===== src/rtl/npp_pkg.sv =====
`timescale 1ns / 1ps
`default_nettype none
// ----------------------------------------------------------------------------
// npp_pkg
// Shared types, widths and helpers for the nearest-point-on-polylines block.
// ----------------------------------------------------------------------------
package npp_pkg;

  localparam int COORD_W  = 32;
  localparam int ROAD_W   = 16;
  localparam int SQ_W     = 64;
  localparam int PROD_W   = 64;
  localparam int LEN2_W   = 65;  // |dx|^2 + |dy|^2
  localparam int DOT_W    = 66;  // signed dot product

  localparam int RATIO_FRAC_BITS_DEF = 16;

  typedef struct packed {
    logic signed [COORD_W-1:0] query_x;
    logic signed [COORD_W-1:0] query_y;
    logic signed [COORD_W-1:0] seg_start_x;
    logic signed [COORD_W-1:0] seg_start_y;
    logic signed [COORD_W-1:0] seg_end_x;
    logic signed [COORD_W-1:0] seg_end_y;
    logic        [ROAD_W-1:0]  road_index;
    logic                      last_segment;
  } npp_in_t;

  typedef struct packed {
    logic signed [COORD_W-1:0] near_x;
    logic signed [COORD_W-1:0] near_y;
    logic        [ROAD_W-1:0]  nearest_road;
    logic        [SQ_W-1:0]    sq_distance;
    logic                      found;
  } npp_out_t;

  typedef enum logic [3:0] {
    ST_IDLE,
    ST_LEN_A,
    ST_LEN_B,
    ST_DOT_A,
    ST_DOT_B,
    ST_DOT_C,
    ST_DECIDE,
    ST_DIV,
    ST_PROJ_X,
    ST_PROJ_Y,
    ST_ERR_X,
    ST_ERR_Y,
    ST_SQ_A,
    ST_UPDATE,
    ST_EMIT
  } npp_state_t;

  typedef struct packed {
    npp_state_t state;
    logic       div_start;
    logic       emit;
  } npp_ctl_t;

  typedef struct packed {
    logic in_xfer;
    logic in_degen;
    logic in_last;
    logic last;
    logic trivial;
    logic div_done;
    logic out_free;
  } npp_sts_t;

  // |a - b| for two signed coordinates; always fits in 32 unsigned bits
  function automatic logic [COORD_W-1:0] absdiff(input logic signed [COORD_W-1:0] a,
                                                 input logic signed [COORD_W-1:0] b);
    logic [COORD_W:0] d_ab;
    logic [COORD_W:0] d_ba;
    d_ab = {a[COORD_W-1], a} - {b[COORD_W-1], b};
    d_ba = {b[COORD_W-1], b} - {a[COORD_W-1], a};
    return (a < b) ? d_ba[COORD_W-1:0] : d_ab[COORD_W-1:0];
  endfunction

endpackage : npp_pkg
`default_nettype wire


===== src/rtl/npp_mul.sv =====
`timescale 1ns / 1ps
`default_nettype none
// ----------------------------------------------------------------------------
// npp_mul
// Shared 32x32 unsigned multiplier with registered product.
// ----------------------------------------------------------------------------
module npp_mul
  import npp_pkg::*;
(
  input  wire logic                clk,
  input  wire logic [COORD_W-1:0]  a,
  input  wire logic [COORD_W-1:0]  b,
  output logic      [PROD_W-1:0]   p_r
);

  logic [PROD_W-1:0] p_nxt;

  assign p_nxt = PROD_W'(a) * PROD_W'(b);

  always_ff @(posedge clk) begin
    p_r <= p_nxt;
  end

endmodule : npp_mul
`default_nettype wire


===== config.mk =====
export PLATFORM = sky130hd
export DESIGN_NAME = npp_mul
export DESIGN_NICKNAME = d
export VERILOG_FILES = /design/src/rtl/npp_pkg.sv /design/src/rtl/npp_mul.sv
export SDC_FILE = /design/constraint.sdc
export NUM_CORES = 2
export LEC_CHECK = 0
export BUFFER_PORTS_ARGS = -buffer_cell sky130_fd_sc_hd__buf_2
export CAP_MARGIN = 25
export CORE_MARGIN = 3
export CORE_UTILIZATION = 30
export DETAILED_ROUTE_END_ITERATION = 7
export GPL_TIMING_DRIVEN = 0
export REMOVE_ABC_BUFFERS = 1
export SETUP_SLACK_MARGIN = 0.02
export SLEW_MARGIN = 30
export SYNTH_ARGS = -nofsm -noshare
export SYNTH_HDL_FRONTEND = slang
export SYNTH_SLANG_ARGS = --single-unit

===== constraint.sdc =====
create_clock -name clk -period 7.35 [get_ports clk]
set_input_delay 0.3675 -clock clk [delete_from_list [all_inputs] [get_ports clk]]
set_output_delay 0.3675 -clock clk [all_outputs]
set_load 0.1 [all_outputs]

Word level (Yosys, flattened, before mapping)
Index checks and enable logic that the tools add are counted.
Widths: inputs -> output; s select.
{"block": "word_totals", "word_cells": 2, "out_inout_bits": 64, "in_bits": 65, "reg_bits": 64}
{"block": "op_classes", "mul": 1}
{"op": "$mul 32x32->64", "count": 1}

Longest topological paths before layout
{"block": "logic_depth", "depth_word": 1, "mapped_depth": 29, "ltp_nobuf": 27}

Worst setup path after synthesis
OpenSTA, ideal clock, no wires.
{"block": "synth_timing", "kind": "input port to flip-flop", "start": "in a[25]", "end": "reg p_r[62]", "required_time_ns": 7.278, "n_path_buf": 2, "arrival_time_ns": 7.044, "slack_ns": 0.235, "setup_ns": 0.072, "path_stages": 25, "path_cell_list": "clkbuf_1 -> nand2_1 -> fa_1 -> inv_1 -> fa_1 -> inv_1 -> fa_1 -> inv_1 -> fa_1 -> fa_1 -> fa_1 -> fa_1 -> inv_1 -> fa_1 -> inv_1 -> ha_1 -> buf_2 -> nand4_1 -> or4_1 -> or3_1 -> a31oi_1 -> a31o_2 -> a211oi_1 -> o21ai_1 -> xor2_1"}
{"block": "synth_between", "elab_chain_len": 1}
{"item": "from (decl)", "line": "npp_mul.sv:11", "source": "input wire logic [COORD_W-1:0] a,"}
{"item": "$mul 32x32->64", "line": "npp_mul.sv:18", "source": "assign p_nxt = PROD_W'(a) * PROD_W'(b);"}
{"item": "named net p_nxt[62]", "line": "npp_mul.sv:16", "source": "logic [PROD_W-1:0] p_nxt;"}
{"item": "to (signal assigned)", "line": "npp_mul.sv:21", "source": "p_r <= p_nxt;"}
{"item": "to (decl)", "line": "npp_mul.sv:13", "source": "output logic [PROD_W-1:0] p_r"}
The timed path passes the listed nets, and every way through them passes these cells.

Final worst setup path
{"block": "layout_timing", "start": "in a[12]", "end": "reg p_r[59]"}
The elaborated chain is that of the path after synthesis.

==> metrics.csv <==
stage,metric,value,unit
outcome,status,"finished, final reports clean",
sta,post-route-min-period,7.19,ns
floorplan,fp-row-count,124,
global_route,grt_start_max_net_pins,33,
detailed_routing,totalWireLength,105000,um
setup_path,end_kind,register,
clock_tree,cts_buffer_depth,2,
layout,nets,4915,
logic_synthesis,synth_edf_count,0,
global_route,grt_pass1_vias,27756,
layout,regArea,1280,um^2
setup_path,cp_common_cell,fa_1,
layout,reg.largest.list,p_r (64),
sta,min_period_over_period,97.8,%
place,io_buffers,128,
logic_synthesis,synth_warnings,0,
logic_synthesis,ys_seq_area_share,3.70,%
floorplan,dieArea,120000,um^2
worst_hold_path,hp-class,input pin to register,
detailed_routing,dr.first_iter.drc_count,1596,
setup_path,startpoint,a[12],
clock_tree,cts_sinks,64,
worst_hold_path,worstHoldStart,a[0],
sta,setup_viol_count_final,0,
logic_synthesis,syn_area_per_cell,9.21,um^2
logic_synthesis,async_reset_ff_share,0,%
detailed_routing,vias_per_cell,4.82,
floorplan,ios,129,
clock_tree,cts-htree-levels,3,
sta,tightest_slew,0.804,ns
clock_tree,hold_buffers,0,
detailed_routing,final_antenna_net_count,0,
setup_path,worst_path_max_delay_cell,fa_1,
floorplan,die_h,346,um
setup_path,cp_top_family,adder cells,
logic_synthesis,synth_cell_types,56,
sta,holdWs,0.528,ns
logic_synthesis,postSynthCellCount,3758,
layout,drive_above_1_share,5.85,%
layout,largest_register,p_r,
detailed_routing,firstDrtPassIters,5,
layout,nFillCells,11887,
logic_synthesis,synth_ff_type,dfxtp_1,
place,globalplace.congestion,0.896,
detailed_routing,drcViolationCount,0,
floorplan,die_w,346,um
sta,slew_viol_final,0,
sta,slew_headroom,46.4,%
layout,largest_register_ffs,64,
clock_tree,clk_pin_slew,0.06,ns
clock_tree,cts_inserted_buffers,9,
layout,layout_commonest_cell,fa_1,
setup_path,critPathArrivalTime,7.45,ns
setup_path,path_buf_inv,7,
setup_path,crit_type,input pin to register,
sta,fmax,0.139,GHz
layout,final_cell_mix,"895 x fa_1, 862 x inv_1, 598 x and2_1",
logic_synthesis,yosys_register_bits,64,
global_route,gr-total-overflow,0,
sta,finalHoldViolations,0,
sta,grt_setup_unrepaired,true,
layout,multi_input_area,29600,um^2
setup_path,slowest_delay,0.54,ns
global_route,grt_util_all_layers,17.4,%
setup_path,startpoint_type,input pin,
job,maxCapViolCount,0,
layout,areaGrowthSynthToFinish,9.40,%
place,hpwl,73100,um
global_route,antenna_found_initial,10,
clock_tree,cts-root-buf,clkbuf_16,
floorplan,core_area,115000,um^2
global_route,grt_pass1_wl,162000,um
detailed_routing,vias,25121,
setup_path,cp.required,7.62,ns
logic_synthesis,synthesis.area,34600,um^2
clock_tree,cts_tree,yes,
floorplan,start_util,30.2,%
setup_path,worst-path-max-fanout,32,
detailed_routing,routedWlPerCell,20.0,um
## repair_timing
action	CTS	global route
pin swaps	5	12
setup endpoints to repair	23	19
setup buffers	5	7
resized for setup	144	96
cloned	0	9
## worst paths after layout
path,endpoint,slack [ns],depth (start not counted)
hold / removal,p_r[0],0.53,2
setup / recovery,p_r[59],0.16,25
## layout make-up
type / count / share of cell area, %
Antenna cell: 8 / 0.0528
Clock buffer: 9 / 0.594
Clock inverter: 6 / 0.162
Inverter: 863 / 8.55
Multi-Input combinational cell: 2604 / 78.0
Sequential cell: 64 / 3.38
Tap cell: 1512 / 4.99
Timing Repair Buffer: 149 / 4.25
## cell usage after synthesis (all sizes together) (2+ instances only)
master     n  area (um^2)
fa       896        17900
o311a      2         20.0
a221oi     2         30.0
o21ai     30          150
nand3     12         60.1
a221o      4         40.0
and4       4         35.0
and3      14         87.6
o2bb2ai    2         17.5
o221ai     3         26.3
o21a       8         60.1
or4        3         22.5
a21oi     70          358
dfxtp     64         1280
or3        5         31.3
xnor2     33          289
o211ai     3         22.5
a211oi     4         30.0
inv      863         3240
or2        4         25.0
clkbuf   216          812
a41oi      2         17.5
a21boi     3         22.5
nand2b     2         12.5
o31ai      2         28.8
nor3       5         25.0
o2111ai    2         17.5
nor2      21         78.8
and2     603         3770
a21o      37          278
ha       263         3290
and3b      2         17.5
buf       11         52.6
xor2      26          228
a311oi     3         26.3
nand2    478         1790
nand4     24          150
o21bai    10         75.1
a31oi     12         81.3
## cells by family after synthesis
| logic type | synth area share (%) |
|---|---|
| and+or+nand+nor | 17.7 |
| adders and majority gates | 61.3 |
| DFF | 3.70 |
| xor gates and xnor gates | 1.49 |
| muxes | 0.0289 |
| buffers and inverters | 11.9 |
| AOI/OAI and AO/OA | 3.92 |
## metal layers
| layer | part of all wire, % | vias to the layer above | global-route usage (%) |
|---|---|---|---|
| met3 | 8.2 | 162 | 2.89 |
| met4 | 2.1 | 0 | 3.45 |
| met5 | 0 | - | 0 |
| met2 | 47 | 975 | 29.4 |
| li1 | - | 10753 | - |
| met1 | 43 | 13231 | 23.6 |
## through the flow
| step | instance area [um^2] | instances | util, % | worst slack, ns | TNS, ns |
|---|---|---|---|---|---|
| after global placement | 36300 | 5171 | 31.7 | -1.44 | -21.92 |
| after global routing | 37900 | 5211 | 33.1 | -0.0340 | -0.0912 |
| final | 37900 | 5215 | 33.1 | 0.164 | 0 |
| after detailed placement | 36300 | 5171 | 31.7 | -1.45 | -21.60 |
| after floorplan | 33800 | 3531 | - | 0.518 | 0 |
| after CTS | 37200 | 5191 | 32.4 | 0.00357 | 0 |
Power is left out: the tool's default activity adds up to more than one toggle a clock period on the data nets, which glitch-free logic cannot reach.
