--- config.mk ---
export PLATFORM = sky130hd
export DESIGN_NAME = npp_ctrl
export DESIGN_NICKNAME = d
export VERILOG_FILES = /design/src/rtl/npp_pkg.sv /design/src/rtl/npp_ctrl.sv
export SDC_FILE = /design/constraint.sdc
export NUM_CORES = 1
export LEC_CHECK = 0
export ABC_AREA = 1
export BUFFER_PORTS_ARGS = -buffer_cell sky130_fd_sc_hd__buf_2
export CORE_AREA = 2 2 39 41
export DETAILED_ROUTE_END_ITERATION = 8
export DIE_AREA = 0 0 41 43
export HOLD_SLACK_MARGIN = 0.03
export PLACE_DENSITY_LB_ADDON = 0.25
export RECOVER_POWER = 50
export SYNTH_ARGS = -nofsm -noshare
export SYNTH_HDL_FRONTEND = slang
export SYNTH_SLANG_ARGS = --single-unit
--- constraint.sdc ---
create_clock -name clk -period 3.5 [get_ports clk]
set_clock_uncertainty 0.15 [all_clocks]
set_input_delay 0.35 -clock clk [delete_from_list [all_inputs] [get_ports clk]]
set_output_delay 0.35 -clock clk [all_outputs]
set_load 0.02 [all_outputs]
--- src/rtl/npp_pkg.sv ---
`timescale 1ns / 1ps
`default_nettype none
// ----------------------------------------------------------------------------
// npp_pkg
// Shared types, widths and helpers for the nearest-point-on-polylines block.
// ----------------------------------------------------------------------------
package npp_pkg;

  localparam int COORD_W  = 32;
  localparam int ROAD_W   = 16;
  localparam int SQ_W     = 64;
  localparam int PROD_W   = 64;
  localparam int LEN2_W   = 65;  // |dx|^2 + |dy|^2
  localparam int DOT_W    = 66;  // signed dot product

  localparam int RATIO_FRAC_BITS_DEF = 16;

  typedef struct packed {
    logic signed [COORD_W-1:0] query_x;
    logic signed [COORD_W-1:0] query_y;
    logic signed [COORD_W-1:0] seg_start_x;
    logic signed [COORD_W-1:0] seg_start_y;
    logic signed [COORD_W-1:0] seg_end_x;
    logic signed [COORD_W-1:0] seg_end_y;
    logic        [ROAD_W-1:0]  road_index;
    logic                      last_segment;
  } npp_in_t;

  typedef struct packed {
    logic signed [COORD_W-1:0] near_x;
    logic signed [COORD_W-1:0] near_y;
    logic        [ROAD_W-1:0]  nearest_road;
    logic        [SQ_W-1:0]    sq_distance;
    logic                      found;
  } npp_out_t;

  typedef enum logic [3:0] {
    ST_IDLE,
    ST_LEN_A,
    ST_LEN_B,
    ST_DOT_A,
    ST_DOT_B,
    ST_DOT_C,
    ST_DECIDE,
    ST_DIV,
    ST_PROJ_X,
    ST_PROJ_Y,
    ST_ERR_X,
    ST_ERR_Y,
    ST_SQ_A,
    ST_UPDATE,
    ST_EMIT
  } npp_state_t;

  typedef struct packed {
    npp_state_t state;
    logic       div_start;
    logic       emit;
  } npp_ctl_t;

  typedef struct packed {
    logic in_xfer;
    logic in_degen;
    logic in_last;
    logic last;
    logic trivial;
    logic div_done;
    logic out_free;
  } npp_sts_t;

  // |a - b| for two signed coordinates; always fits in 32 unsigned bits
  function automatic logic [COORD_W-1:0] absdiff(input logic signed [COORD_W-1:0] a,
                                                 input logic signed [COORD_W-1:0] b);
    logic [COORD_W:0] d_ab;
    logic [COORD_W:0] d_ba;
    d_ab = {a[COORD_W-1], a} - {b[COORD_W-1], b};
    d_ba = {b[COORD_W-1], b} - {a[COORD_W-1], a};
    return (a < b) ? d_ba[COORD_W-1:0] : d_ab[COORD_W-1:0];
  endfunction

endpackage : npp_pkg
`default_nettype wire

--- src/rtl/npp_ctrl.sv ---
`timescale 1ns / 1ps
`default_nettype none
// ----------------------------------------------------------------------------
// npp_ctrl
// Sequencer: steps one segment through the shared multiplier and divider.
// ----------------------------------------------------------------------------
module npp_ctrl
  import npp_pkg::*;
(
  input  wire logic     clk,
  input  wire logic     rst_n,
  input  wire npp_sts_t sts,
  output npp_ctl_t      ctl
);

  npp_state_t state_r;
  npp_state_t state_nxt;

  always_ff @(posedge clk) begin
    if (!rst_n) begin
      state_r <= ST_IDLE;
    end else begin
      state_r <= state_nxt;
    end
  end

  always_comb begin
    state_nxt = state_r;
    case (state_r)
      ST_IDLE: begin
        if (sts.in_xfer) begin
          if (sts.in_degen) begin
            state_nxt = sts.in_last ? ST_EMIT : ST_IDLE;
          end else begin
            state_nxt = ST_LEN_A;
          end
        end
      end
      ST_LEN_A:  state_nxt = ST_LEN_B;
      ST_LEN_B:  state_nxt = ST_DOT_A;
      ST_DOT_A:  state_nxt = ST_DOT_B;
      ST_DOT_B:  state_nxt = ST_DOT_C;
      ST_DOT_C:  state_nxt = ST_DECIDE;
      ST_DECIDE: state_nxt = sts.trivial ? ST_PROJ_X : ST_DIV;
      ST_DIV: begin
        if (sts.div_done) begin
          state_nxt = ST_PROJ_X;
        end
      end
      ST_PROJ_X: state_nxt = ST_PROJ_Y;
      ST_PROJ_Y: state_nxt = ST_ERR_X;
      ST_ERR_X:  state_nxt = ST_ERR_Y;
      ST_ERR_Y:  state_nxt = ST_SQ_A;
      ST_SQ_A:   state_nxt = ST_UPDATE;
      ST_UPDATE: state_nxt = sts.last ? ST_EMIT : ST_IDLE;
      ST_EMIT: begin
        if (sts.out_free) begin
          state_nxt = ST_IDLE;
        end
      end
      default:   state_nxt = ST_IDLE;
    endcase
  end

  always_comb begin
    ctl.state     = state_r;
    ctl.div_start = (state_r == ST_DECIDE) && !sts.trivial;
    ctl.emit      = (state_r == ST_EMIT) && sts.out_free;
  end

endmodule : npp_ctrl
`default_nettype wire

# Word level (Yosys, flattened, before mapping)
# Cells that the tools add are included.
dict set report word_totals {
  register_bits 4
  input_bits 9
  out_inout_bits 6
  wordCells 31
}
dict set report classes {
  n_eq_ne 17
  n_mux 8
  n_reduce_logical 5
}
# operator count
set op_table {}
lappend op_table {{one-hot mux 4 bit (15 select lines)} 1}
lappend op_table {{equality test 4 bit, second input constant} 7}
lappend op_table {{2-to-1 mux 4 bit} 7}
lappend op_table {{equality test 4 x 3 -> 1 bit, second input constant} 4}
lappend op_table {{equality test 4 x 2 -> 1 bit, second input constant} 2}
lappend op_table {{inequality test 2 bit, second input constant} 3}
lappend op_table {{equality test 4 x 1 -> 1 bit, second input constant} 1}
lappend op_table {{zero test 4 bit} 1}
lappend op_table {{AND reduction 3 bit} 1}
lappend op_table {{logical AND 1 bit} 2}
lappend op_table {{zero test 1 bit} 1}

# Logic depth before layout (Yosys ltp)
dict set report depth {
  ltp_word 4
  ltp_mapped 8
  ltp_nobuf 8
}

# Least setup slack after synthesis
# No wires, ideal clock.
dict set report synth_timing {
  path_type {reg-to-output}
  startpoint {register state_r[3]}
  endpoint {output ctl[0] (netlist name)}
  t_arrival_ns 1.183
  required_ns 3.000
  setup_slack_ns 1.817
  stages_incl_launch_ff 3
  path_buffers 0
  cell_sequence {dfxtp_1 nand2_2 nor3_1}
}
# element line
set synth_rtl {}
lappend synth_rtl {{from (decl)} npp_ctrl.sv:16} ;# npp_state_t state_r;
lappend synth_rtl {{from (signal assigned)} npp_ctrl.sv:23} ;# state_r <= state_nxt;
lappend synth_rtl {{to (decl)} npp_ctrl.sv:13} ;# output npp_ctl_t ctl

==> results.txt <==
Outcome = completed
IO Port Bufs = 14
Starting Density = 30.6%
Max FO, Critical Path = 7
Clock Tree Root = clkbuf_4
H-tree depth = 1
Worst vdd ir = 321 uV
Die Span X = 41 um
Clock Tree Buf Depth = 2
Post-CTS Hold Buffers = 0
GRT met2 Usage = 20.6%
Grt met1 use = 20.4%
# setup viols final = 0
Dpl hpwl = 893 um
Die Span Y = 43 um
Most common cell after layout, fill and taps aside = nand2_1
Yosys reg bits = 4
Least-Margin Pin Slew = 0.348 ns
N_diodes = 0
DRT iter0 DRCs = 12
Residual DRC = 0
Pins Over Slew Limit = 0
Rows = 14
Final Wtd Congestion = 0.849
Pin count of the biggest net entering global routing = 8
Global route total overflow = 0
Fin nets = 101
ANT nets after route = 0
Worst Hold Class = in -> reg
Vias in the first global route = 435
Layout fillers = 161
Worst hold slack = 0.261 ns
Pre-CTS setup slack = 1.98 ns
# Post-CTS Setup Buffers = 0
Post-route cell area = 523 um^2
Top reg by flops = state_r
Placed Instance Area = 513 um^2
Post-Syn Nets = 82
Crit. End Element = output pin
Critical path required time = 3.00 ns
TritonCTS clock tree = built
P&R area growth vs syn = 23.7%
Register area share after synthesis = 18.9%
CTS resizes = 0
F_max = 0.515 GHz
Final WL = 1060 um
Slowest stage delay, CP = 0.45 ns
Most Used Layer, Global Route = met2
Via density per instance = 4.75
Post-route setup slack = 1.56 ns
Cell area after synthesis = 423 um^2
Gr usage total = 14.8%
Fin. Hold Viols = 0
Grt met3 use = 4.71%
WL/cell = 10.0 um
Placeable Area = 0.00138 mm^2
Clock-pin slew on the worst setup and hold paths = 0.03 ns
Mapped Cells = 73
Pwr per Cell Area = 810 mW/mm^2
I/O pin count = 15
Critical-path cell list = inv_2, nor2_1, nand3_2, clkinv_2, buf_2
Final Cycle Share = 55.4%
Crit path time final = 1.94 ns
Yosys warning count = 0
First-pass GRT wire length = 1730 um
Critical path type = reg -> out
RSZ-0062 raised after global routing = no
Worst-skew pair later-pin latency = 0.23 ns
Drt pass-1 iters = 4
Layout cell share with drive strength beyond 1 = 31.1%
Regs by FF count = state_r (4)
TritonCTS Buffers = 3
Antenna violations before repair = 0
Slew headroom = 76.7%
Routed vias = 503
Crit path launch type = flip-flop
Most frequent cells in the layout = 21 x nand2_1, 11 x nor2_1, 10 x buf_2, 7 x inv_1, 5 x inv_2
Largest register FFs = 4
TNS Setup = 0 ns
LEAKAGE = 0.284 nW
Max_cap viols = 0
Post-Route Utilization = 37.8%
Worst EP arrival = 1.44 ns
Clk sinks = 4
Average size of a mapped cell = 5.79 um^2
Die area = 0.00176 mm^2
Worst path slowest cell = dfxtp_1
Number of distinct library cells after synthesis = 20
-- path summary, 6_finish.rpt --
check	start	cells past startpoint	endpoint	slack [ns]
hold reg to reg	state_r[2]$_SDFFE_PN0P_	2	state_r[2]$_SDFFE_PN0P_	0.45
hold / removal	rst_n	3	state_r[0]$_SDFFE_PN0P_	0.26
setup / recovery	state_r[1]$_SDFFE_PN0P_	5	ctl[1]	1.56
setup reg to reg	state_r[1]$_SDFFE_PN0P_	7	state_r[1]$_SDFFE_PN0P_	1.90
-- cell usage after synthesis --
master	count	area, um^2
o21ai_0	1	5.00
nor2_4	2	22.5
a21oi_1	3	15.0
nand3b_1	2	15.0
o211ai_1	1	7.51
nand4_1	2	12.5
nand3_1	4	20.0
dfxtp_1	4	80.1
nand3b_2	1	11.3
nand2_1	21	78.8
nor2_1	10	37.5
nor3_1	1	5.00
nor2_2	2	12.5
inv_1	7	26.3
clkinv_2	1	5.00
o21ai_1	1	5.00
nand3_2	3	30.0
inv_2	5	18.8
a21oi_2	1	8.76
nand2_2	1	6.26
-- power by group --
part,switching [mW],internal (mW)
Sequential,0.0363,0.0652
Combinational,0.179,0.0889
Clock,0.0161,0.0382
Total,0.231,0.192
-- layout make-up --
type / instances / area, um^2 / share of cell area [%]
Multi-Input combinational cell: 56 / 285 / 54.5
Timing Repair Buffer: 14 / 65.1 / 12.4
Clock buffer: 3 / 22.5 / 4.31
Tap cell: 16 / 20.0 / 3.83
Inverter: 13 / 50.0 / 9.57
Sequential cell: 4 / 80.1 / 15.3
-- metrics by stage --
stage	cells	power [mW]
2_1_floorplan	73	0.315
3_5_place_dp	103	0.384
6_report	106	0.424
4_1_cts	106	0.441
5_1_grt	106	0.475
3_3_place_gp	103	0.389
-- cell families (layout without fill, tap and decap cells) --
logic type             Yosys count  in the layout  synth area share, %
and+or+nand+nor                 49             49                 59.5
buffers and inverters           13             30                 11.8
AOI/OAI and AO/OA                7              7                 9.76
DFF                              4              4                 18.9
-- critical path: cells and delay by family, from the launching register on --
family	cells	cell delay (ns)
simple gates	2	0.45
buf+inv	3	0.31
flops	1	0.45
-- layer usage --
metal	share of wire, %	vias up
li1	-	265
met4	0.75	0
met3	6.6	2
met1	48	223
met2	45	13
met5	0	-
No activity file was read; power rests on OpenSTA's default activity.
