[config.mk]
export PLATFORM = sky130hd
export DESIGN_NAME = npp_div
export DESIGN_NICKNAME = d
export VERILOG_FILES = /design/src/rtl/npp_pkg.sv /design/src/rtl/npp_div.sv
export SDC_FILE = /design/constraint.sdc
export NUM_CORES = 1
export LEC_CHECK = 0
export BUFFER_PORTS_ARGS = -buffer_cell sky130_fd_sc_hd__clkbuf_2
export CAP_MARGIN = 20
export CORE_MARGIN = 2
export CORE_UTILIZATION = 60
export DETAILED_ROUTE_END_ITERATION = 16
export PLACE_DENSITY = 0.83
export SLEW_MARGIN = 20
export SYNTH_ARGS = -nofsm -noshare
export SYNTH_HDL_FRONTEND = slang
export SYNTH_SLANG_ARGS = --single-unit
[constraint.sdc]
create_clock -name clk -period 9.25 [get_ports clk]
set_input_delay 0.925 -clock clk [delete_from_list [all_inputs] [get_ports clk]]
set_output_delay 0.925 -clock clk [all_outputs]
set_load 0.005 [all_outputs]
[src/rtl/npp_pkg.sv]
`timescale 1ns / 1ps
`default_nettype none
// ----------------------------------------------------------------------------
// npp_pkg
// Shared types, widths and helpers for the nearest-point-on-polylines block.
// ----------------------------------------------------------------------------
package npp_pkg;

  localparam int COORD_W  = 32;
  localparam int ROAD_W   = 16;
  localparam int SQ_W     = 64;
  localparam int PROD_W   = 64;
  localparam int LEN2_W   = 65;  // |dx|^2 + |dy|^2
  localparam int DOT_W    = 66;  // signed dot product

  localparam int RATIO_FRAC_BITS_DEF = 16;

  typedef struct packed {
    logic signed [COORD_W-1:0] query_x;
    logic signed [COORD_W-1:0] query_y;
    logic signed [COORD_W-1:0] seg_start_x;
    logic signed [COORD_W-1:0] seg_start_y;
    logic signed [COORD_W-1:0] seg_end_x;
    logic signed [COORD_W-1:0] seg_end_y;
    logic        [ROAD_W-1:0]  road_index;
    logic                      last_segment;
  } npp_in_t;

  typedef struct packed {
    logic signed [COORD_W-1:0] near_x;
    logic signed [COORD_W-1:0] near_y;
    logic        [ROAD_W-1:0]  nearest_road;
    logic        [SQ_W-1:0]    sq_distance;
    logic                      found;
  } npp_out_t;

  typedef enum logic [3:0] {
    ST_IDLE,
    ST_LEN_A,
    ST_LEN_B,
    ST_DOT_A,
    ST_DOT_B,
    ST_DOT_C,
    ST_DECIDE,
    ST_DIV,
    ST_PROJ_X,
    ST_PROJ_Y,
    ST_ERR_X,
    ST_ERR_Y,
    ST_SQ_A,
    ST_UPDATE,
    ST_EMIT
  } npp_state_t;

  typedef struct packed {
    npp_state_t state;
    logic       div_start;
    logic       emit;
  } npp_ctl_t;

  typedef struct packed {
    logic in_xfer;
    logic in_degen;
    logic in_last;
    logic last;
    logic trivial;
    logic div_done;
    logic out_free;
  } npp_sts_t;

  // |a - b| for two signed coordinates; always fits in 32 unsigned bits
  function automatic logic [COORD_W-1:0] absdiff(input logic signed [COORD_W-1:0] a,
                                                 input logic signed [COORD_W-1:0] b);
    logic [COORD_W:0] d_ab;
    logic [COORD_W:0] d_ba;
    d_ab = {a[COORD_W-1], a} - {b[COORD_W-1], b};
    d_ba = {b[COORD_W-1], b} - {a[COORD_W-1], a};
    return (a < b) ? d_ba[COORD_W-1:0] : d_ab[COORD_W-1:0];
  endfunction

endpackage : npp_pkg
`default_nettype wire

[src/rtl/npp_div.sv]
`timescale 1ns / 1ps
`default_nettype none
// ----------------------------------------------------------------------------
// npp_div
// Restoring divider for the projection ratio: floor(num * 2^R / den), num < den.
// One quotient bit per cycle; done pulses the cycle after the last bit.
// ----------------------------------------------------------------------------
module npp_div
  import npp_pkg::*;
#(
  parameter int RATIO_FRAC_BITS = RATIO_FRAC_BITS_DEF
) (
  input  wire logic                        clk,
  input  wire logic                        rst_n,
  input  wire logic                        start,
  input  wire logic [LEN2_W-1:0]           num,
  input  wire logic [LEN2_W-1:0]           den,
  output logic      [RATIO_FRAC_BITS-1:0]  q_r,
  output logic                             done_r
);

  localparam int CNT_W = $clog2(RATIO_FRAC_BITS);

  logic [LEN2_W-1:0] rem_r;
  logic [LEN2_W-1:0] den_r;
  logic [CNT_W-1:0]  cnt_r;
  logic              busy_r;
  logic              last_step;
  logic [LEN2_W:0]   shifted;
  logic [LEN2_W+1:0] diff;
  logic              ge;

  assign shifted   = {rem_r, 1'b0};
  assign diff      = {1'b0, shifted} - {2'b00, den_r};
  assign ge        = ~diff[LEN2_W+1];
  assign last_step = busy_r && (cnt_r == CNT_W'(RATIO_FRAC_BITS - 1));

  always_ff @(posedge clk) begin
    if (!rst_n) begin
      busy_r <= 1'b0;
      done_r <= 1'b0;
      cnt_r  <= '0;
    end else begin
      done_r <= last_step;
      if (start) begin
        busy_r <= 1'b1;
        cnt_r  <= '0;
      end else if (busy_r) begin
        if (last_step) begin
          busy_r <= 1'b0;
        end else begin
          cnt_r <= cnt_r + 1'b1;
        end
      end
    end
  end

  always_ff @(posedge clk) begin
    if (start) begin
      rem_r <= num;
      den_r <= den;
      q_r   <= '0;
    end else if (busy_r) begin
      rem_r <= ge ? diff[LEN2_W-1:0] : shifted[LEN2_W-1:0];
      q_r   <= {q_r[RATIO_FRAC_BITS-2:0], ge};
    end
  end

endmodule : npp_div
`default_nettype wire

Word level (Yosys, flattened, before mapping):

Index checks and enable logic that the tools add are counted.

* register bits: 152
* input bits: 133
* output and inout port bits: 17

* add/sub/neg operators: 2
* equality and inequality tests: 1
* muxes and demuxes: 6
* bitwise operators: 3
* reduce and logical (&&, ||, !) cells: 4

Operators by type and width (number)
* $mux 65: 3
* $sub 66x65->67: 1
* $add 4x1->4 const B: 1
* $eq 4x4->1 const B: 1
* $mux 1: 3
* $not 1->1: 3
* $reduce_and 2->1: 1
* $reduce_bool 2->1: 1
* $reduce_or 2->1: 1
* $logic_and 1x1->1: 1

Logic depth before layout (Yosys ltp):

Gate-level depths: netlist of run 1.

* depth in word-level cells: 5
* depth in mapped cells: 15

Worst setup path after synthesis of run 1:

OpenSTA, ideal clock, no wires.

* path type: flip-flop to flip-flop
* from: reg rem_r[0]
* to: reg rem_r[49], data pin
* library setup time: 261 ps
* arrival time: 2951 ps
* data required time: 8989 ps
* path slack: 6038 ps
* stages on the path, launching flop included: 14
* clock period less this slack: 3212 ps
* cells stage by stage: edfxtp_1 inv_1 fa_1 nand2b_1 a21oi_2 o211ai_2 o31ai_4 o211ai_2 a2111o_1 a21oi_4 nor2_1 buf_2 and3_1 a221o_1

* cells in the longest elaborated chain, start to end: 4

Ends and longest elaborated chain
* start, declared: RTL line npp_div.sv:24 `logic [LEN2_W-1:0] rem_r;`
* start signal, assigned: RTL line npp_div.sv:60 `rem_r <= num;`
* start signal, assigned: RTL line npp_div.sv:64 `rem_r <= ge ? diff[LEN2_W-1:0] : shifted[LEN2_W-1:0];`
* $sub 66x65->67: RTL line npp_div.sv:34 `assign diff = {1'b0, shifted} - {2'b00, den_r};`
* $mux 65: RTL line npp_div.sv:64
* $mux 65: RTL line npp_div.sv:63 `end else if (busy_r) begin`
* $mux 65: RTL line npp_div.sv:59 `if (start) begin`

No other way between the ends. The select of a mux whose other input is x is not followed.
A chain may end at the register's enable or synchronous reset.

Worst setup path after layout of run 1:

* from: reg rem_r[0]
* to: reg rem_r[59], data pin

Same word-level chain as after synthesis.

==> summary.md, run 1 <==
| Metric | Value |
|---|---|
| Post-DP HPWL | `18.15 mm` |
| Initial core utilization | `0.6110` |
| Mapped Area | `10100 um^2` |
| Multi-input gate area in the final layout | `5239 um^2` |
| Largest net degree at the start of global routing | `67` |
| Area Overhead vs Synth | `14.37%` |
| Antenna Violating Nets Remaining | `0` |
| CP Class | `flop to flop` |
| TritonCTS buffer count | `17` |
| I/O pin count | `150` |
| Diode count | `0` |
| DRC viols | `0` |
| Final setup fails | `0` |
| H-tree levels | `4` |
| Mean Syn Cell Area | `9.188 um^2` |
| Reg clk slew, reported paths | `0.07 ns` |
| Final Hold Fails | `0` |
| Post-CTS setup buffers | `0` |
| Pwr/cell area | `267.6 nW/um^2` |
| R2R cell count | `12` |
| End point of the critical path | `rem_r[59]$_DFFE_PP_` |
| IR drop worst, VDD | `158.0 uV` |
| Register area | `4344 um^2` |
| Die Span Y | `133.7 um` |
| CP max stage delay | `0.65 ns` |
| Yosys cell types | `70` |
| Clock tree sinks | `152` |
| Syn nets | `1298` |
| Post-synth EDFFs | `130` |
| Clk buf depth | `2` |
| Tcrit/Tclk final | `0.4371` |
| Skew-Pair Late Insertion Delay | `0.45 ns` |
| End of the worst register-to-register path | `rem_r[59]$_DFFE_PP_` |
| Port Buffers | `149` |
| Leading cell types in the layout, fill and taps excluded | `nand2_1 (153), clkbuf_2 (148), edfxtp_1 (130)` |
| Max Cap Viol | `0` |
| Layout fillers | `1303` |
| Worst setup SP type | `flop` |
| Fin Setup TNS | `0 ns` |
| Initial antenna violation count | `0` |
| Chip width | `133.7 um` |
| Post-synthesis sequential area ratio | `0.4302` |
| Worst Max-Slew Pin Slew | `0.9595 ns` |
| First-pass GRT wire length | `41.57 mm` |
| DR vias | `8820` |
| Vias per cell | `6.066` |
| Leak pwr | `5.029 nW` |
| Worst Setup SP | `rem_r[0]$_DFFE_PP_` |
| Clock Tree Root | `clkbuf_16` |
| Starting DRC count in detailed routing | `950` |
| Hold_buf cts | `0` |
| Vias in the first global route | `8544` |
| Asr flop ratio synth | `0` |
| Share of cells above drive strength 1 | `0.1677` |
| Cells after Synth | `1099` |
| WHS Path Cells | `2` |
| GRT Util Overall | `0.2916` |
| Synth Warn # | `0` |
| First-pass detailed-route iteration total | `5` |
| Drt wl/cell | `17.70 um` |
| Post-synth top flop | `edfxtp_1` |
| Unrepaired setup endpoints after global routing | `false` |
| Clock Skew | `0.009672 ns` |
| Post-CTS sizing | `0` |
| RePlAce Congestion | `0.9030` |
| Run status | `finished clean` |
| Max Fclk | `247.4 MHz` |
| Reg2Reg Setup Slack | `5.21 ns` |
| Worst slew margin | `0.3603` |
| Pins over their slew limit | `0` |
| Yosys reg bits | `152` |
| PnR Total Power | `3.090 mW` |
| Num rows | `47` |
| Core area | `16520 um^2` |
| Worst setup EP type | `flop` |
| CP required | `9.45 ns` |
| CP Max Fanout | `56` |
| Final Critical Period | `4.043 ns` |
| WP data arrival | `4.24 ns` |
| Most common cell after layout, fill and taps aside | `nand2_1` |
| Final core occ | `0.6989` |
| Dominant cell type by count on the critical path | `o211ai_2` |
| R2r startpoint | `rem_r[0]$_DFFE_PP_` |
| CP cell instances | `inv_1 -> fa_1 -> nand2b_1 -> a21oi_2 -> o211ai_2 -> o31ai_4 -> o211ai_2 -> a2111o_1 -> a21oi_4 -> or2_4 -> o21ai_0 -> a21o_1` |
| Final net count | `1420` |
| Critical path's slowest cell | `or2_4` |
| Die area | `17880 um^2` |
| Worst Hold Class | `flop to flop` |
| Final wirelength | `25.74 mm` |
| GRT overflow | `0` |
| TritonCTS clock tree | `done` |
[sequential cells by signal (all words and copies together), names as in the netlist]
signal,cells
den_r,65
cnt_r,4
rem_r,65
busy_r,1
done_r,1
q_r,16
[kinds of logic (layout without fill, tap and decap cells)]
logic type / count (synthesis) / after routing / synth area share
mux: 22 / 22 / 0.02193
compound gates: 303 / 303 / 0.1990
buf+inv: 125 / 260 / 0.05217
simple gates: 371 / 371 / 0.1621
fa+ha+maj: 66 / 66 / 0.08253
xor+xnor: 60 / 60 / 0.05205
flops: 152 / 152 / 0.4302
[synth_stat cells, drive strengths merged, types with 18 or more instances]
cell | instances | share of area
a21o | 25 | 0.019
a21oi | 89 | 0.046
a31oi | 40 | 0.025
clkbuf | 35 | 0.013
dfxtp | 22 | 0.044
edfxtp | 130 | 0.39
ha | 65 | 0.081
inv | 73 | 0.027
mux2i | 21 | 0.021
nand2 | 153 | 0.057
nand4 | 18 | 0.011
nor2 | 107 | 0.040
nor3 | 23 | 0.011
o21ai | 58 | 0.029
xnor2 | 34 | 0.029
xor2 | 26 | 0.023
[worst max-delay path: cells and delay by family, from the launching register on]
| family | cells | cell delay [ns] |
|---|---|---|
| AOI/OAI and AO/OA | 8 | 2.03 |
| adders and majority gates | 1 | 0.44 |
| buffers and inverters | 1 | 0.07 |
| DFF | 1 | 0.38 |
| and+or+nand+nor | 2 | 0.86 |
[per-stage QoR]
stage          setup WS (ns)  instance area [um^2]  hold slack (ns)  instances
6_report               5.207                 11550           0.4932       1454
5_1_grt                4.976                 11550           0.5141       1454
4_1_cts                4.834                 11550           0.4960       1454
3_5_place_dp           4.841                 10920           0.4854       1422
3_3_place_gp           5.078                 10920           0.4784       1422
2_1_floorplan          6.038                 10100           0.4530       1099
[worst min-delay path by stage]
stage,startpoint,endpoint,slack (ns)
2_1_floorplan,cnt_r[3]$_SDFFE_PP0P_,done_r$_SDFF_PN0_,0.45
3_3_place_gp,q_r[15]$_SDFFE_PP0P_,q_r[15]$_SDFFE_PP0P_,0.48
3_5_place_dp,q_r[15]$_SDFFE_PP0P_,q_r[15]$_SDFFE_PP0P_,0.49
4_1_cts,cnt_r[3]$_SDFFE_PP0P_,done_r$_SDFF_PN0_,0.50
5_1_grt,q_r[15]$_SDFFE_PP0P_,q_r[15]$_SDFFE_PP0P_,0.51
6_report,cnt_r[3]$_SDFFE_PP0P_,done_r$_SDFF_PN0_,0.49
[area by class of cell]
type	instances	area share
clock inverters	14	0.01495
clock buffers	18	0.03900
well taps	220	0.02384
repair buffers	155	0.06869
flip-flops and latches	152	0.3762
inverters	73	0.02373
multi-input cells	822	0.4536
[report_power, final]
group	internal [mW]	switching (mW)
combinational	0.538	0.851
sequential	0.893	0.0605
clock	0.426	0.321
[per-layer routing]
metal  GRT usage  share of wire  up-vias
met3     0.06583          0.073       61
met4      0.1034          0.027        0
met1      0.3834           0.43     4137
li1            -              -     4229
met2      0.4758           0.47      393
met5           0              0        -
(Power assumes the default switching activity.)
==> run 2, diff against run 1 <==
CORE_UTILIZATION = 58   (was 60)
PLACE_DENSITY = 0.81   (was 0.83)
clock period = 3.96 ns   (was 9.25 ns; I/O delays follow)
==> run 2 against run 1 <==
Fmax increased by 9.2%. Via count rose by 0.59%. Count of clock-buffer cells in the layout is 1 higher. Combinational power grew 140%. Total power up 130%. Hold slack got worse by 0.36 ns. Sequential share of layout area is 0.26 points lower. Clock skew increased by 0.0038 ns. First-iteration DRC count shrank 9.7%. Non-clock buffer count grew 14. Critical path type unchanged. Critical endpoint is now rem_r[32]$_DFFE_PP_. Largest cell class unchanged.
==> summary.md, run 2 (synthesis results as in run 1) <==
| Metric | Value |
|---|---|
| Clock Tree Root | `clkbuf_16 (unchanged)` |
| CP max stage delay | `0.50 ns (was 0.65 ns)` |
| Vias in the first global route | `8666 (was 8544)` |
| Core area | `17180 um^2 (was 16520 um^2)` |
| TritonCTS clock tree | `done (unchanged)` |
| Vias per cell | `6.023 (was 6.066)` |
| Run status | `finished clean (unchanged)` |
| DRC viols | `0 (unchanged)` |
| Leading cell types in the layout, fill and taps excluded | `nand2_1 (153), clkbuf_2 (148), edfxtp_1 (130) (unchanged)` |
| Final net count | `1434 (was 1420)` |
| Tcrit/Tclk final | `0.9351 (was 0.4371)` |
| Hold_ws | `0.1285 ns (was 0.4932 ns)` |
| Clock tree sinks | `152 (unchanged)` |
| PnR Total Power | `7.149 mW (was 3.090 mW)` |
| DR vias | `8872 (was 8820)` |
| Area Overhead vs Synth | `15.17% (was 14.37%)` |
| Share of cells above drive strength 1 | `0.1763 (was 0.1677)` |
| Max Fclk | `270.1 MHz (was 247.4 MHz)` |
| Starting DRC count in detailed routing | `858 (was 950)` |
| Initial antenna violation count | `0 (unchanged)` |
| Die Span Y | `135.9 um (was 133.7 um)` |
| Leading registers by flop count | `den_r x65, rem_r x65, q_r x16 (unchanged)` |
| Unrepaired setup endpoints after global routing | `false (unchanged)` |
| Num rows | `48 (was 47)` |
| GRT Util Overall | `0.2835 (was 0.2916)` |
| Clock Skew | `0.01349 ns (was 0.009672 ns)` |
| First-pass detailed-route iteration total | `6 (was 5)` |
| CP Class | `flop to flop (unchanged)` |
| Most common cell after layout, fill and taps aside | `nand2_1 (unchanged)` |
| Largest net degree at the start of global routing | `70 (was 67)` |
| H-tree levels | `4 (unchanged)` |
| Antenna Violating Nets Remaining | `0 (unchanged)` |
| I/O pin count | `150 (unchanged)` |
| Critical path's slowest cell | `a2111o_1 (was or2_4)` |
| Worst Max-Slew Pin Slew | `1.048 ns (was 0.9595 ns)` |
| Final wirelength | `25.59 mm (was 25.74 mm)` |
| Worst setup EP type | `flop (unchanged)` |
| Clk buf depth | `2 (unchanged)` |
| Leak pwr | `5.081 nW (was 5.029 nW)` |
| Skew-Pair Late Insertion Delay | `0.44 ns (was 0.45 ns)` |
| Initial core utilization | `0.5878 (was 0.6110)` |
| RePlAce Congestion | `0.9248 (was 0.9030)` |
| Diode count | `0 (unchanged)` |
| Final Critical Period | `3.703 ns (was 4.043 ns)` |
| First-pass GRT wire length | `41.16 mm (was 41.57 mm)` |
| WP data arrival | `3.97 ns (was 4.24 ns)` |
| IR drop worst, VDD | `463.4 uV (was 158.0 uV)` |
| Worst slew margin | `0.3012 (was 0.3603)` |
| Reg clk slew, reported paths | `0.07 ns (about the same)` |
| Worst setup SP type | `flop (unchanged)` |
| Critical path buffer and inverter count | `3 (was 1)` |
| Final Hold Fails | `0 (unchanged)` |
| Drt wl/cell | `17.37 um (was 17.70 um)` |
| TritonCTS buffer count | `17 (unchanged)` |
| Pins over their slew limit | `0 (unchanged)` |
| Post-DP HPWL | `18.58 mm (was 18.15 mm)` |
| CP cell instances | `inv_1 -> fa_1 -> nand2b_1 -> a21oi_2 -> o211ai_2 -> o31ai_4 -> o211ai_2 -> a2111o_1 -> a21oi_4 -> or2_2 -> buf_4 -> buf_4 -> nand2_1 -> a31oi_1 (was inv_1 -> fa_1 -> nand2b_1 -> a21oi_2 -> o211ai_2 -> o31ai_4 -> o211ai_2 -> a2111o_1 -> a21oi_4 -> or2_4 -> o21ai_0 -> a21o_1)` |
| CP required | `4.23 ns (was 9.45 ns)` |
| Layout fillers | `1357 (was 1303)` |
| Final setup fails | `0 (unchanged)` |
| GRT overflow | `0 (unchanged)` |
| CP Max Fanout | `13 (was 56)` |
| Hold_buf cts | `0 (unchanged)` |
| CP delay by family, top | `compound AO/OA/AOI/OAI gates (unchanged)` |
| Worst Hold Class | `input pin to flop (was flop to flop)` |
| Max Cap Viol | `0 (unchanged)` |
| Die area | `18480 um^2 (was 17880 um^2)` |
| Fin Setup TNS | `0 ns (unchanged)` |
| Chip width | `135.9 um (was 133.7 um)` |
| Port Buffers | `149 (unchanged)` |
| Pwr/cell area | `614.8 nW/um^2 (was 267.6 nW/um^2)` |
==> run 2: layout make-up <==
type | count | area [um^2] | share of cell area
Tap cell | 225 | 281.5 | 0.02421
Clock inverter | 13 | 120.1 | 0.01033
Multi-Input combinational cell | 822 | 5234 | 0.4501
Inverter | 73 | 274.0 | 0.02356
Sequential cell | 152 | 4344 | 0.3736
Timing Repair Buffer | 169 | 910.9 | 0.07833
Clock buffer | 19 | 464.2 | 0.03992
==> run 2: repair_timing <==
action | CTS | global route
endpoints found under the setup margin | 0 | 2
gates resized for setup | 0 | 0
buffers inserted | 0 | 2
==> run 2: worst paths after layout <==
| path | slack (ns) | startpoint | end | cells after the start |
|---|---|---|---|---|
| setup / recovery | 0.26 | rem_r[0]$_DFFE_PP_ | rem_r[32]$_DFFE_PP_ | 14 |
| hold / removal | 0.13 | den[42] | den_r[42]$_DFFE_PP_ | 1 |
| setup reg to reg | 0.26 | rem_r[0]$_DFFE_PP_ | rem_r[32]$_DFFE_PP_ | 14 |
| hold reg to reg | 0.50 | cnt_r[2]$_SDFFE_PP0P_ | done_r$_SDFF_PN0_ | 2 |
==> run 2: per-layer routing <==
metal | track usage | vias up | share of wire | routed length (um)
met5 | 0 | - | 0 | 0
met3 | 0.05854 | 52 | 0.072 | 1851
met2 | 0.4655 | 396 | 0.46 | 11850
li1 | - | 4264 | - | -
met1 | 0.3698 | 4160 | 0.44 | 11180
met4 | 0.1100 | 0 | 0.028 | 707
==> run 2: metrics by stage <==
stage	setup WS [ns]	util	instances	cell area [um^2]
floorplan	0.7485	-	1099	10100
global placement	0.4450	0.6421	1439	11030
detailed placement	0.2824	0.6421	1439	11030
CTS	0.2468	0.6761	1471	11610
global route	0.01673	0.6770	1473	11630
finish	0.2571	0.6770	1473	11630
==> run 2: power breakdown <==
part	leakage, nW	total (mW)	switching [mW]	internal, mW
logic	3.33	3.29	1.97	1.32
clock network	0.289	1.63	0.747	0.886
registers	1.46	2.23	0.144	2.08
total	5.08	7.15	2.86	4.29
==> run 3, diff against run 2 <==
CORE_UTILIZATION = 60   (was 58)
PLACE_DENSITY = 0.83   (was 0.81)
clock period = 4.3 ns   (was 3.96 ns; I/O delays follow)
==> run 3 against run 2 <==
Critical path depth down 1. Flip-flop and latch count unchanged. Utilization grew 2.2 points. Setup slack better by 0.22 ns. First-iteration DRC count decreased by 5.2%. Final cell count fell by 0.81%. Wire length grew 0.74%. Hold slack better by 0.033 ns. Clock power fell by 10%. Clock skew fell by 0.00092 ns. Fmax fell by 3.2%. Total power shrank 8.7%. Largest cell class unchanged.
==> summary.md, run 3 (synthesis results as in run 1) <==
| Metric | Value |
|---|---|
| Post-CTS sizing | `0 (unchanged)` |
| Initial antenna violation count | `0 (unchanged)` |
| Chip width | `133.7 um (was 135.9 um)` |
| Worst slew margin | `0.3684 (was 0.3012)` |
| Final setup fails | `0 (unchanged)` |
| CP Max Fanout | `41 (was 13)` |
| Core area | `16520 um^2 (was 17180 um^2)` |
| Hold_buf cts | `0 (unchanged)` |
| Leak pwr | `5.018 nW (was 5.081 nW)` |
| Die Span Y | `133.7 um (was 135.9 um)` |
| CP Class | `flop to flop (unchanged)` |
| Dominant cell type by count on the critical path | `o211ai_2` |
| Layout fillers | `1317 (was 1357)` |
| RePlAce Congestion | `0.9554 (was 0.9248)` |
| Final core occ | `0.6989 (was 0.6770)` |
| Clock tree sinks | `152 (unchanged)` |
| Vias per cell | `6.016 (was 6.023)` |
| WP data arrival | `3.97 ns (about the same)` |
| Post-DP HPWL | `18.68 mm (was 18.58 mm)` |
| Pins over their slew limit | `0 (unchanged)` |
| Final wirelength | `25.78 mm (was 25.59 mm)` |
| Min-delay src | `den[46] (was den[42])` |
| CP cell instances | `inv_1 -> fa_1 -> nand2b_1 -> a21oi_2 -> o211ai_2 -> o31ai_4 -> o211ai_2 -> a2111o_1 -> a21oi_4 -> or2_2 -> buf_12 -> mux2i_1 -> o21ai_0 (was inv_1 -> fa_1 -> nand2b_1 -> a21oi_2 -> o211ai_2 -> o31ai_4 -> o211ai_2 -> a2111o_1 -> a21oi_4 -> or2_2 -> buf_4 -> buf_4 -> nand2_1 -> a31oi_1)` |
| Critical path buffer and inverter count | `2 (was 3)` |
| CP delay by family, top | `compound AO/OA/AOI/OAI gates (unchanged)` |
| Tcrit/Tclk final | `0.8899 (was 0.9351)` |
| Fin Setup TNS | `0 ns (unchanged)` |
| GRT Util Overall | `0.2938 (was 0.2835)` |
| CP required | `4.44 ns (was 4.23 ns)` |
| Cell total after placement | `1429 (was 1439)` |
| Final Critical Period | `3.827 ns (was 3.703 ns)` |
| IR drop worst, VDD | `356.3 uV (was 463.4 uV)` |
| Skew-Pair Late Insertion Delay | `0.44 ns (about the same)` |
| Clk buf depth | `2 (unchanged)` |
| Initial core utilization | `0.6110 (was 0.5878)` |
| Post-CTS setup buffers | `0 (unchanged)` |
| Num rows | `47 (was 48)` |
| Unrepaired setup endpoints after global routing | `false (unchanged)` |
| Leading registers by flop count | `den_r x65, rem_r x65, q_r x16 (unchanged)` |
| DR vias | `8790 (was 8872)` |
| I/O pin count | `150 (unchanged)` |
| CP max stage delay | `0.49 ns (was 0.50 ns)` |
| TritonCTS buffer count | `17 (unchanged)` |
| Largest net degree at the start of global routing | `78 (was 70)` |
| R2r startpoint | `rem_r[0]$_DFFE_PP_ (unchanged)` |
| DP Area | `10990 um^2 (was 11030 um^2)` |
| Finished Cell Area | `11550 um^2 (was 11630 um^2)` |
| PnR Total Power | `6.528 mW (was 7.149 mW)` |
| Worst Hold Class | `input pin to flop (unchanged)` |
| Worst setup EP type | `flop (unchanged)` |
| Clock Skew | `0.01257 ns (was 0.01349 ns)` |
| GRT overflow | `0 (unchanged)` |
| Final std cells w/o fill | `1461 (was 1473)` |
| Reg clk slew, reported paths | `0.07 ns (about the same)` |
| Most common cell after layout, fill and taps aside | `nand2_1 (unchanged)` |
| Final Hold Fails | `0 (unchanged)` |
| Final net count | `1427 (was 1434)` |
| Clock Tree Root | `clkbuf_16 (unchanged)` |
| Diode count | `0 (unchanged)` |
| DRC viols | `0 (unchanged)` |
| Leading cell types in the layout, fill and taps excluded | `nand2_1 (153), clkbuf_2 (148), edfxtp_1 (130) (unchanged)` |
| Vias in the first global route | `8604 (was 8666)` |
| Starting DRC count in detailed routing | `813 (was 858)` |
| First-pass GRT wire length | `42.05 mm (was 41.16 mm)` |
| Critical path's slowest cell | `a2111o_1 (unchanged)` |
| Port Buffers | `149 (unchanged)` |
| TritonCTS clock tree | `done (unchanged)` |
| Share of cells above drive strength 1 | `0.1700 (was 0.1763)` |
| Max Cap Viol | `0 (unchanged)` |
| Antenna Violating Nets Remaining | `0 (unchanged)` |
| Worst Max-Slew Pin Slew | `0.9474 ns (was 1.048 ns)` |
| Worst Setup SP | `rem_r[0]$_DFFE_PP_ (unchanged)` |
| Max Fclk | `261.3 MHz (was 270.1 MHz)` |
| Die area | `17880 um^2 (was 18480 um^2)` |
| Worst setup SP type | `flop (unchanged)` |
| H-tree levels | `4 (unchanged)` |
| First-pass detailed-route iteration total | `5 (was 6)` |
| Drt wl/cell | `17.64 um (was 17.37 um)` |
| Area Overhead vs Synth | `14.37% (was 15.17%)` |
| Pwr/cell area | `565.3 nW/um^2 (was 614.8 nW/um^2)` |
| Run status | `finished clean (unchanged)` |
[run 3: routing by layer]
layer / track usage / vias up / part of all wire
met5: 0 / - / 0
met4: 0.09693 / 0 / 0.021
met3: 0.06088 / 40 / 0.070
met2: 0.4758 / 350 / 0.47
met1: 0.3962 / 4158 / 0.44
li1: - / 4242 / -
[run 3: worst paths after layout]
kind	cells past startpoint	slack, ns	to
worst max-delay path	13	0.47	rem_r[25]$_DFFE_PP_
worst min register to register	2	0.50	q_r[15]$_SDFFE_PP0P_
worst max register to register	13	0.47	rem_r[25]$_DFFE_PP_
worst min-delay path	1	0.16	den_r[46]$_DFFE_PP_
[run 3: power breakdown]
group | internal [mW] | total (mW) | switching [mW]
clock | 0.816 | 1.46 | 0.646
sequential | 1.92 | 2.05 | 0.133
combinational | 1.18 | 3.01 | 1.83
total | 3.92 | 6.53 | 2.61
[run 3: worst register-to-register path: stages (launching register included)]
cell and delay [ns]:
edfxtp_1 0.37, inv_1 0.07, fa_1 0.44, nand2b_1 0.20, a21oi_2 0.23, o211ai_2 0.17, o31ai_4 0.30, o211ai_2 0.15
a2111o_1 0.49, a21oi_4 0.25, or2_2 0.30, buf_12 0.26, mux2i_1 0.22, o21ai_0 0.09
[run 3: area by class of cell]
class,count,area (um^2),area share
well taps,220,275.3,0.02384
flip-flops and latches,152,4344,0.3762
multi-input cells,822,5234,0.4532
clock buffers,19,442.9,0.03835
repair buffers,162,858.3,0.07432
inverters,73,274.0,0.02373
clock inverters,13,120.1,0.01040
[run 3: metrics by stage]
| stage | hold WS (ns) | setup slack, ns |
|---|---|---|
| 2_1_floorplan | 0.4530 | 1.088 |
| 3_3_place_gp | 0.4777 | 0.6904 |
| 3_5_place_dp | 0.4866 | 0.5815 |
| 4_1_cts | 0.1581 | 0.5126 |
| 5_1_grt | 0.1553 | 0.2940 |
| 6_report | 0.1619 | 0.4734 |
